**src/rtl/rsdz_pkg.sv**
```systemverilog
package rsdz_pkg;

  localparam int SqW    = 30;
  localparam int RootW  = 15;
  localparam int NumW   = 46;
  localparam int DenW   = 22;
  localparam int QW     = 25;

  localparam logic [1:0] REG_DEAD = 2'd0;
  localparam logic [1:0] REG_GAIN = 2'd1;

  localparam logic [14:0] DEAD_RESET = 15'd5243;
  localparam logic [15:0] GAIN_RESET = 16'd24094;

  typedef struct packed {
    logic [7:0] stick_x;
    logic [7:0] stick_y;
  } in_word_t;

  typedef struct packed {
    logic signed [15:0] out_x;
    logic signed [15:0] out_y;
    logic               in_dead_zone;
  } out_word_t;

  typedef struct packed {
    logic        neg_x;
    logic        neg_y;
    logic        dead;
    logic        zero;
  } flags_t;

endpackage

```
**src/rtl/rsdz_div_cell.sv**
```systemverilog
module rsdz_div_cell (
  input  logic                     clk,
  input  logic                     rst,
  input  logic                     vin,
  input  logic [rsdz_pkg::NumW-1:0] rem_in,
  input  logic [rsdz_pkg::QW-1:0]  q_in,
  input  logic [rsdz_pkg::DenW-1:0] den,
  input  logic [4:0]               step,
  input  logic                     neg,
  output logic                     vout,
  output logic [rsdz_pkg::NumW-1:0] rem_out,
  output logic [rsdz_pkg::QW-1:0]  q_out,
  output logic                     neg_out
);
  import rsdz_pkg::*;

  logic [NumW+QW-1:0] dsh;
  logic [NumW+QW-1:0] rw;

  always_comb begin
    dsh = {{(NumW+QW-DenW){1'b0}}, den} << step;
    rw  = {{QW{1'b0}}, rem_in};
  end

  always_ff @(posedge clk) begin
    if (rst) vout <= 1'b0;
    else     vout <= vin;
    neg_out <= neg;
    if (rw >= dsh) begin
      rem_out <= NumW'(rw - dsh);
      q_out   <= {q_in[QW-2:0], 1'b1};
    end else begin
      rem_out <= rem_in;
      q_out   <= {q_in[QW-2:0], 1'b0};
    end
  end
endmodule

```
**config.mk**
```make
export PLATFORM = sky130hd
export DESIGN_NAME = rsdz_div_cell
export DESIGN_NICKNAME = d
export VERILOG_FILES = /design/src/rtl/rsdz_pkg.sv /design/src/rtl/rsdz_div_cell.sv
export SDC_FILE = /design/constraint.sdc
export NUM_CORES = 1
export LEC_CHECK = 0
export BUFFER_PORTS_ARGS = -buffer_cell sky130_fd_sc_hd__buf_2
export CORE_ASPECT_RATIO = 0.6
export CORE_MARGIN = 4
export CORE_UTILIZATION = 48
export DETAILED_ROUTE_END_ITERATION = 12
export PLACE_DENSITY = 0.75
export SYNTH_ARGS = -nofsm -noshare
export SYNTH_HDL_FRONTEND = slang
export SYNTH_SLANG_ARGS = --single-unit
```
**constraint.sdc**
```tcl
create_clock -name clk -period 5.4 [get_ports clk]
set_input_delay 1.35 -clock clk [delete_from_list [all_inputs] [get_ports clk]]
set_output_delay 1.35 -clock clk [all_outputs]
set_load 0.005 [all_outputs]
```
# Word-level counts from Yosys, hierarchy flattened

Cells that the tools add are included.
Widths: inputs -> output; s select.

Mux-type cells: 2
Order comparisons: 1
Shift operators: 1
Add/sub/neg operators: 1

Operator list:

| kind           | count |
|---|---|
| $ge 46x71->1   | 1 |
| $shl 22x5->71  | 1 |
| $mux 46        | 1 |
| $sub 46x46->46 | 1 |
| $mux 1         | 1 |

Bits of input ports: 102
Logic and storage cells: 9
Bits in registers: 73

# Logic depth before layout (Yosys ltp)

Word-level depth: 3
Mapped depth: 23
Gate-level depth less buffers: 19

# Worst setup path after synthesis

Ideal clock, no wire load.

Kind: input to register
From: input step[0]
To: register rem_out[10] (netlist name)
Setup time: 0.121 ns
Setup slack: 0.070 ns
Stages: 20
Arrival: 5.208 ns
Required time: 5.279 ns
Path buffers: 4
Path through: buf_2 buf_1 mux2_2 o21ai_0 o21ai_0 a22o_1 o21ai_0 ha_1 buf_2 a21oi_1 o21ai_1 a21o_1 a211o_1 o21ai_1 a21oi_2 o2111ai_2 and2_4 inv_6 buf_12 mux2_4

Word-level cells in the longest chain between the ends: 3

RTL lines:

| what                                                  | line                                     | text |
|---|---|---|
| start: declaration                                    | rsdz_div_cell.sv:8                       | `input logic [4:0] step,` |
| $shl 22x5->71 *                                       | rsdz_div_cell.sv:21                      | `dsh = {{(NumW+QW-DenW){1'b0}}, den} << step;` |
| $ge 46x71->1 / $sub 46x46->46 (equally long branches) | rsdz_div_cell.sv:29, rsdz_div_cell.sv:30 |  |
| $mux 46 *                                             | rsdz_div_cell.sv:29                      | `if (rw >= dsh) begin` |
| end signal: assignment                                | rsdz_div_cell.sv:30                      | `rem_out <= NumW'(rw - dsh);` |
| end signal: assignment                                | rsdz_div_cell.sv:33                      | `rem_out <= rem_in;` |
| end: declaration                                      | rsdz_div_cell.sv:11                      | `output logic [rsdz_pkg::NumW-1:0] rem_out,` |

Every way passes the cells marked *; elsewhere a longest branch is shown, timed or not.
A chain may end at the register's enable or synchronous reset.

# Worst setup path in the final report

From: input step[0]
To: register rem_out[45] (netlist name)

Same word-level chain as after synthesis.

==> impl_metrics.tcl <==
set metrics [dict create \
    status "finished clean" \
    die_h_um 96.7 \
    syn-cell-area_um2 6300 \
    layout_setup_ws_ns 0.232 \
    grt_max_degree 25 \
    cp-endpoint "rem_out[45]" \
    synth_nets 920 \
    critPathArrivalTime_ns 5.40 \
    dr.pass1.iters 6 \
    synth_area_leaders "dfxtp_1, ha_1, mux2_4" \
    post-route-period-util_pct 95.7 \
    hpwl_mm 17.2 \
    required_ns 5.63 \
    ys_async_sr_fraction_pct 0 \
    drive_above_1_share_pct 37.7 \
    synth_seq_cells 73 \
    setup_violations 0 \
    synth_cell_types 75 \
    grt_pass1_wl_mm 32.6 \
    fillers 1124 \
    criticalPathCategory "in2reg" \
    cts_made_buffers 9 \
    grt_pass1_vias 6377 \
    via_count 6942 \
    boundaryPins 175 \
    io_buffers 173 \
    dp_slack_ns -0.114 \
    synthFlopType "dfxtp_1" \
    synth_top_cell_by_area "dfxtp_1" \
    rows 32 \
    fmax_mhz 193 \
    cts_tree "done" \
    max-slew-margin-rel_pct 68.2 \
    initial_core_util_pct 49.0 \
    synthCells 771 \
    n_antenna_cell 0 \
    syn_avg_cell_area_um2 8.17 \
    seqPwrFrac_pct 26.8 \
    intPower_uw 1570 \
    fin_crit_ns 5.17 \
    powerDensity_nw_per_um2 286 \
    ir_worst_vdd_v 0.000152 \
    gp_congestion 0.984 \
    synth_edf_count 0 \
    netlist.area_leader.share_pct 23.2 \
    avgViaCountPerCell 5.62 \
    p_switching_uw 894 \
    hold_viol 0 \
    ys_warn_count 0 \
    die_area_um2 15100 \
    clkTransAtPathRegs_ns 0.06 \
    min_from "q_in[14]" \
    crit_fanout 14 \
    clockBufferDepth 2 \
    nets 1209 \
    yosysMostFrequentCell "nand2_1" \
    rsz0062_at_grt "no" \
    area_growth_pct 36.4 \
    yosysSeqAreaShare_pct 23.2 \
    antenna_found_initial 0 \
    power_frac_clock_pct 24.0 \
    crit_start "step[0]" \
    root_buffer "clkbuf_16" \
    slew_violations 0 \
    h-tree-depth 3 \
    dieWidth_um 156 \
    drv_cap 0 \
    wire_per_inst_um 16.9 \
    pwr-share-comb_pct 49.2 \
    holdPathStages 1 \
    tightestPinTransition_ns 0.474 \
    drc 0 \
    wirelength_mm 20.9 \
    swShare_pct 36.3 \
    cts_num_sinks 73 \
    hold_path_class "in2reg" \
    ant_nets 0 \
    whs_ns 1.10 \
    synthTopCellsByCount "nand2_1, a21oi_1, dfxtp_1" \
    globalRouteTotalUtil_pct 26.7 \
    critical_path.startpoint_type "primary input" \
    p_leak_uw 0.00413 \
    cts_hold_buf 0 \
    core_area_um2 12900 \
    drt_iter0_drc 626 \
    overflow 0 \
    endpoint_kind "flip-flop" \
]
## routing by layer
metal	vias to the layer above	part of all wire [%]	global-route usage (%)
met4	0	1.9	6.19
met2	392	36	35.1
li1	3390	-	-
met1	3127	48	41.5
met5	-	0	0
met3	33	14	8.45
## through the flow
step           utilization, %  instance area (µm²)  power [µW]  cells  TNS (ns)
2_1_floorplan               -                 6300        1370    771         0
3_3_place_gp             64.3                 8270        1830   1218     -1.59
3_5_place_dp             64.3                 8270        1850   1218     -3.20
4_1_cts                  66.6                 8550        2450   1234         0
5_1_grt                  66.8                 8590        2600   1235         0
6_report                 66.8                 8590        2460   1235         0
## cells in the final DEF (no fill, tap or decap), types with 8 or more instances in the layout
cell type  synthesis  layout
buf_2              3     172
buf_4              1     136
nand2_1           93      93
a21oi_1           78      77
dfxtp_1           73      73
o21ai_0           60      60
nor2_1            52      52
ha_1              46      46
nand3_1           31      31
mux2_4            28      28
xnor2_1           28      28
mux2i_1           27      26
inv_1             22      22
a21o_1            20      20
mux2_2            15      15
nand2b_1          12      12
nor2b_1           10      10
xor2_1            10      10
o22a_1             9       9
o21bai_1           9       9
clkbuf_16          0       9
o211ai_1           8       8
## power by group through the flow
| stage | clock, µW | combinational (µW) | sequential, µW |
|---|---|---|---|
| global route | 622 | 1310 | 670 |
| finish | 590 | 1210 | 660 |
| global placement | 0 | 1160 | 669 |
| floorplan | 0 | 677 | 692 |
| CTS | 604 | 1190 | 662 |
| detailed placement | 0 | 1180 | 673 |
## registers in the layout, indices dropped and copies added, names as in the netlist
name,count
neg_out,1
rem_out,46
q_out,25
vout,1
## cells by family after synthesis
logic type / after synthesis / synth area share, %
AO/OA/AOI/OAI: 236 / 24.3
flip-flops: 73 / 23.2
buffers and inverters: 61 / 4.85
AND/OR/NAND/NOR: 243 / 18.3
adder cells (fa/ha/maj): 47 / 9.45
XOR/XNOR: 38 / 5.28
multiplexers: 73 / 14.7
## area by class of cell
type / count / area (µm²) / area share (%)
Tap cell: 170 / 213 / 2.48
Clock buffer: 9 / 225 / 2.62
Multi-Input combinational cell: 637 / 4560 / 53.1
Sequential cell: 73 / 1460 / 17.0
Clock inverter: 7 / 60.1 / 0.699
Timing Repair Buffer: 313 / 1970 / 22.9
Inverter: 26 / 103 / 1.19
## worst max-delay path, cell delays in order
cell and delay [ns]:
clkbuf_4 0.23, buf_4 0.22, mux2i_1 0.26, nand2_1 0.07
o21ai_0 0.11, o21ai_0 0.17, a22o_1 0.29, o21ai_0 0.26
ha_1 0.35, a21oi_1 0.16, o21ai_1 0.10, a21o_1 0.19
a211o_1 0.31, buf_4 0.14, a211oi_1 0.32, buf_4 0.17
o21ba_2 0.16, o21ai_0 0.09, xor2_1 0.17, mux2_2 0.27
## what timing repair did
item,CTS,global route
resized for setup,0,6
buffers inserted,0,1
endpoints found under the setup margin,0,39
## how the worst min path moves through the flow
stage / to
final: q_out[15]
after global routing: q_out[3]
after CTS: q_out[15]
after detailed placement: q_out[3]
after global placement: q_out[3]
after floorplan: neg_out
Power figures use the tool's default switching activity.
