## src/rtl/rsdz_pkg.sv

```systemverilog
package rsdz_pkg;

  localparam int SqW    = 30;
  localparam int RootW  = 15;
  localparam int NumW   = 46;
  localparam int DenW   = 22;
  localparam int QW     = 25;

  localparam logic [1:0] REG_DEAD = 2'd0;
  localparam logic [1:0] REG_GAIN = 2'd1;

  localparam logic [14:0] DEAD_RESET = 15'd5243;
  localparam logic [15:0] GAIN_RESET = 16'd24094;

  typedef struct packed {
    logic [7:0] stick_x;
    logic [7:0] stick_y;
  } in_word_t;

  typedef struct packed {
    logic signed [15:0] out_x;
    logic signed [15:0] out_y;
    logic               in_dead_zone;
  } out_word_t;

  typedef struct packed {
    logic        neg_x;
    logic        neg_y;
    logic        dead;
    logic        zero;
  } flags_t;

endpackage

```

## src/rtl/rsdz_sqrt_cell.sv

```systemverilog
module rsdz_sqrt_cell (
  input  logic                      clk,
  input  logic                      rst,
  input  logic                      vin,
  input  logic [rsdz_pkg::SqW-1:0]  rem_in,
  input  logic [rsdz_pkg::RootW-1:0] root_in,
  input  logic [3:0]                step,
  input  logic [7:0]                mx_in,
  input  logic [7:0]                my_in,
  input  rsdz_pkg::flags_t          f_in,
  output logic                      vout,
  output logic [rsdz_pkg::SqW-1:0]  rem_out,
  output logic [rsdz_pkg::RootW-1:0] root_out,
  output logic [7:0]                mx_out,
  output logic [7:0]                my_out,
  output rsdz_pkg::flags_t          f_out
);
  import rsdz_pkg::*;

  // one result bit per cell, restoring style
  logic [SqW+1:0] trial;
  logic [SqW+1:0] rem_w;
  logic [4:0]     sh;

  always_comb begin
    sh    = {step, 1'b0};
    trial = {15'd0, root_in, 2'b01} << sh;
    rem_w = {2'b0, rem_in};
  end

  always_ff @(posedge clk) begin
    if (rst) vout <= 1'b0;
    else     vout <= vin;
    mx_out <= mx_in;
    my_out <= my_in;
    f_out  <= f_in;
    if (rem_w >= trial) begin
      rem_out  <= SqW'(rem_w - trial);
      root_out <= {root_in[RootW-2:0], 1'b1};
    end else begin
      rem_out  <= rem_in;
      root_out <= {root_in[RootW-2:0], 1'b0};
    end
  end
endmodule

```

## config.mk

```make
export PLATFORM = sky130hd
export DESIGN_NAME = rsdz_sqrt_cell
export DESIGN_NICKNAME = d
export VERILOG_FILES = /design/src/rtl/rsdz_pkg.sv /design/src/rtl/rsdz_sqrt_cell.sv
export SDC_FILE = /design/constraint.sdc
export NUM_CORES = 1
export LEC_CHECK = 0
export BUFFER_PORTS_ARGS = -buffer_cell sky130_fd_sc_hd__clkbuf_2
export CORE_UTILIZATION = 30
export DETAILED_ROUTE_END_ITERATION = 10
export PLACE_DENSITY_LB_ADDON = 0.25
export REMOVE_ABC_BUFFERS = 1
export SYNTH_ARGS = -nofsm -noshare
export SYNTH_HDL_FRONTEND = slang
export SYNTH_SLANG_ARGS = --single-unit
```

## constraint.sdc

```tcl
create_clock -name clk -period 4.35 [get_ports clk]
set_input_delay 0.2175 -clock clk [delete_from_list [all_inputs] [get_ports clk]]
set_output_delay 0.2175 -clock clk [all_outputs]
set_load 0.005 [all_outputs]
```

## Yosys cells after proc, flatten, opt, wreduce, memory -nomap -nowiden

Index checks and enable logic that the tools add are counted.

- Bits in registers: 66
- Input bits: 72
- Output and inout bits: 66
- Logic and storage cells: 14

- Add/sub/neg operators: 1
- $lt $le $gt $ge: 1
- Shift operators: 1
- Mux-type cells: 2

Operators with widths:

| kind | number |
|---|---|
| $ge 30x32->1 | 1 |
| $shl 17x5->32 | 1 |
| $mux 30 | 1 |
| $sub 30x30->30 | 1 |
| $mux 1 | 1 |

## Logic depth before layout (Yosys ltp)

- Word-level depth: 3
- Gate-level depth with buffers: 21

## Least setup slack after synthesis

No wires, ideal clock.

- Path type: input to register
- From: in step[1]
- To: reg rem_out[23] (netlist bit)
- Arrival time: 3.565 ns
- Data required time: 4.229 ns
- Path slack: 0.664 ns
- Stages on the path: 19
- Path buffers: 5
- Cells stage by stage: buf_2 > buf_2 > mux2_2 > nor2_1 > a21oi_1 > mux2_2 > nand2b_1 > ha_1 > clkbuf_1 > a21oi_1 > nor2b_1 > a41o_1 > a211o_1 > o31ai_4 > a21o_1 > a21oi_1 > buf_6 > buf_6 > mux2_4

- Longest elaborated chain between the ends: 3

RTL lines:

| what | line | source |
|---|---|---|
| start, declared | rsdz_sqrt_cell.sv:7 | `input logic [3:0] step,` |
| $shl 17x5->32 (*) | rsdz_sqrt_cell.sv:27 | `trial = {15'd0, root_in, 2'b01} << sh;` |
| $sub 30x30->30 or $ge 30x32->1 (tied branches) | rsdz_sqrt_cell.sv:38, rsdz_sqrt_cell.sv:37 |  |
| $mux 30 (*) | rsdz_sqrt_cell.sv:37 | `if (rem_w >= trial) begin` |
| end signal, assigned | rsdz_sqrt_cell.sv:38 | `rem_out <= SqW'(rem_w - trial);` |
| end signal, assigned | rsdz_sqrt_cell.sv:41 | `rem_out <= rem_in;` |
| end, declared | rsdz_sqrt_cell.sv:12 | `output logic [rsdz_pkg::SqW-1:0] rem_out,` |

Every way passes the cells marked *; elsewhere a longest branch is shown, timed or not.
A chain may end at the register's enable or synchronous reset.

## Worst setup path in the final report

- From: in step[1]
- To: reg rem_out[28] (netlist bit)

Same word-level chain as after synthesis.

==> summary by stage <==
Run status
The run finished with clean final reports.

Routing
Using the TritonRoute via totals, the vias-per-cell ratio works out to just under 5. In the routed design, unresolved DRC markers number 0. The total number of vias is 3839.

The first-pass detailed-route iteration total is 5. The average wire length per cell after detail routing is 14.51 um. The DRC marker count from the first detailed-route iteration is 210. The final layout contains routed wiring with a total length of 11480 um. The number of routed nets with antenna violations is 0.

Worst hold path
The launch instance of the worst min-delay path is root_in[9]. The path class of the tightest hold or removal check is in2reg. The instance count along the most critical hold path is 1.

The path with the worst hold slack has its endpoint at root_out[10].

Logic synthesis
Of all flip-flops after synthesis, the portion carrying an async set or reset was 0%. After synthesis, the netlist uses 55 different library cells. The share of synthesized cell area in and, or, nand and nor gates is 15.18%.

The sequential cell area fraction in the yosys report is 32.91%. The cell type with the highest aggregate area in the netlist is sky130_fd_sc_hd__dfxtp_1. After synthesis, the mean cell area works out to around 8.7 um2. Sorting the synthesized cells by area gives the leading types as sky130_fd_sc_hd__dfxtp_1 (33%), sky130_fd_sc_hd__ha_1 (9.3%), sky130_fd_sc_hd__mux2_2 (7.3%), sky130_fd_sc_hd__a21oi_1 (5.9%), sky130_fd_sc_hd__xnor2_1 (4.8%). The most used flip-flop cell after synthesis is sky130_fd_sc_hd__dfxtp_1. In the synthesized netlist, mux cells make up 12.28% of the area. The top cell type's share of synthesized area is between 30% and 40%. The combined area of all synthesized cells is 4015 um2.

The compound-gate portion of the synthesized area is 21.16%. After synthesis the netlist holds a flip-flop and latch count of 66. The number of standard cells after synthesis is 461. The parity-gate share of the synthesized area counting xor and xnor cells is roughly 5.7%.

The Yosys step of the flow raised 0 warnings. The area share of fa/ha/maj cells after synthesis is 9.349%. By area, the combinational part of the netlist is dominated by compound AO/OA/AOI/OAI gates.

The number of enable flip-flop cells after synthesis is 0.

Global routing
The pin count of the biggest net entering global routing is 39. The number of antenna violations at the first check in global routing came to 0. The via count of the first global-routing pass is 3687. The global route total overflow is 0.

The first global-routing pass estimated 18420 um of wire. The aggregate global-route resource usage is 16.73%.

Setup path
The required time at the worst-slack endpoint is 4560 ps. The critical path arrival is 4030 ps. The maximum fanout count along the critical path is 38. In this design, the stage delay of the slowest critical-path cell is 430 ps. For this design, the slowest cell found on the critical path is sky130_fd_sc_hd__clkbuf_2. The critical path class is in2reg. STA classifies the critical path startpoint as a primary input. STA classifies the critical path endpoint as a flip-flop.

Traced cell by cell, the critical path runs through clkbuf_2, mux2_2, nor2_1, a21oi_1, mux2_2, nand2b_1, ha_1, a21oi_1, nor2b_1, a41o_1, a211o_1, o31ai_4, a21o_1, a21oi_4, buf_12, mux2_4.

Cells and area
Summing all multi-input logic gate instances after layout gives 2566 um2. The net count of the finished layout is 716. The library cells used most frequently in the layout, excluding fill and tap cells, are sky130_fd_sc_hd__clkbuf_2 (137), sky130_fd_sc_hd__dfxtp_1 (66), sky130_fd_sc_hd__nor2_1 (48), sky130_fd_sc_hd__a21oi_1 (46), sky130_fd_sc_hd__nand2_1 (31).

The number of fill cells in the layout is around 1.3k. 0 antenna diodes ended up in the layout. The area growth from synthesis to layout is 35.53%. Across the whole layout, storage elements account for 1321 um2. The most frequent standard cell in the layout excluding fill and tap cells is sky130_fd_sc_hd__clkbuf_2. The layout cell share with drive strength beyond 1 is 32.15%.

Timing
The hold violation count in the final report was 0. The worst path needs 3817 ps of the cycle, external delays included. Adding up every negative setup slack in the final design gives 0 ps.

For the pin with the worst max-slew slack, the measured transition is 592.6 ps. The normalized max-slew margin is ~59%. The worst path uses 87.74% of the clock period.

The count of pins over their slew limit came to 0. Setup repair after global routing left no endpoint under its margin. The final setup violation count is 0. Setup slack on the critical path of the routed design comes to 533.2 ps. The highest attainable clock frequency is approximately 0.26 GHz.

Clocking
The post-cts repair resize count is 0. The longest clock path from root to sink contains 2 buffers. The hold-fix buffer count after cts is 20. The root buffer cell chosen for the clock tree is sky130_fd_sc_hd__clkbuf_16. The post-CTS setup buffer count is 0. TritonCTS built the clock tree. In this run, CTS created clock tree buffers numbering 9. The tree built by TritonCTS fans out to 66 sinks.

In this run the number of H-tree levels came out at 3. The clock transition at the register clock pins on the worst setup and hold paths after CTS is 50 ps.

Floorplan
The total I/O pin count is 138. The die is 117.7 um tall. The core region is ~13000 um2. The count of standard-cell rows is 41. The die outline width is 117.7 um.

The floorplan step defined a die boundary enclosing 13850 um2. The starting density of the core is about 31%.

Pwr
Dividing total power by cell area gives a power density of around 400 nW/um2. The peak supply drop is 221.0 uV. The leakage power total is 0.002465 uW. The power consumption is 2190 uW.

Job
The max-cap violation count is 0.

Placed design
OpenSTA, run right after detailed placement, puts the worst setup slack at between 200 and 250 ps. The placed wire-length estimate is 8973 um. Port buffering added roughly 140 buffers.

The weighted congestion reported at the end of routability-driven placement is slightly below 0.9.
[how the worst max path moves through the flow]
stage                  from           to  slack (ps)  cells past startpoint
floorplan           step[0]  rem_out[10]        -120                     13
global placement    step[1]  rem_out[28]         210                     16
detailed placement  step[1]  rem_out[28]         250                     16
CTS                 step[1]  rem_out[28]         580                     16
global route        step[1]  rem_out[28]         290                     16
finish              step[1]  rem_out[28]         530                     16
[area by class of cell]
| type | count | share of cell area [%] |
|---|---|---|
| clock buffers | 9 | 4.139 |
| repair buffers | 164 | 17.48 |
| inverters | 10 | 0.6898 |
| multi-input cells | 363 | 47.16 |
| flip-flops and latches | 66 | 24.28 |
| well taps | 172 | 3.955 |
| clock inverters | 7 | 2.299 |
[state kept, by name (all words and copies together), names as in the netlist]
signal and cells:
root_out 15, vout 1, my_out 8, f_out 4, rem_out 30, mx_out 8
[critical path: cells and delay by family]
family / cells / cell delay, ps
AND/OR/NAND/NOR: 3 / 330
AO/OA/AOI/OAI: 7 / 1480
multiplexers: 3 / 1010
buffers and inverters: 2 / 620
adder cells (fa/ha/maj): 1 / 340
[cells by family after synthesis]
logic type                 count (synthesis)
muxes                                     44
xor gates and xnor gates                  26
AOI/OAI and AO/OA                        132
DFF                                       66
adders and majority gates                 30
and+or+nand+nor                          131
buffers and inverters                     32
[metal layers]
layer	vias to the layer above	global-route usage (%)	routed length, um
li1	1967	-	-
met2	145	26.58	5034
met4	0	5.208	148
met3	8	3.585	711
met1	1719	22.43	5583
met5	-	0	0
[where the power goes]
group | internal (uW) | total [uW] | switching (uW)
clock | 565 | 837 | 272
sequential | 683 | 703 | 19.8
combinational | 314 | 650 | 336
[synthesized netlist by cell type, types with 10 or more instances]
library cell / number
sky130_fd_sc_hd__nand2b_1: 10
sky130_fd_sc_hd__nor2b_1: 13
sky130_fd_sc_hd__xnor2_1: 22
sky130_fd_sc_hd__a21oi_1: 47
sky130_fd_sc_hd__mux2i_1: 14
sky130_fd_sc_hd__nand2_1: 31
sky130_fd_sc_hd__nor2_1: 48
sky130_fd_sc_hd__clkbuf_1: 15
sky130_fd_sc_hd__dfxtp_1: 66
sky130_fd_sc_hd__o21ai_0: 25
sky130_fd_sc_hd__ha_1: 30
sky130_fd_sc_hd__mux2_2: 26
sky130_fd_sc_hd__nand3_1: 11
[metrics by stage]
stage | instances | utilization, % | cell area [um2] | hold slack (ps)
6_report | 791 | 42.43 | 5441 | 36.86
2_1_floorplan | 439 | - | 3914 | 245.2
4_1_cts | 791 | 42.43 | 5441 | 29.28
3_5_place_dp | 755 | 38.14 | 4891 | 321.4
5_1_grt | 791 | 42.43 | 5441 | 27.49
3_3_place_gp | 755 | 38.14 | 4891 | 319.6
(Power assumes the default switching activity.)
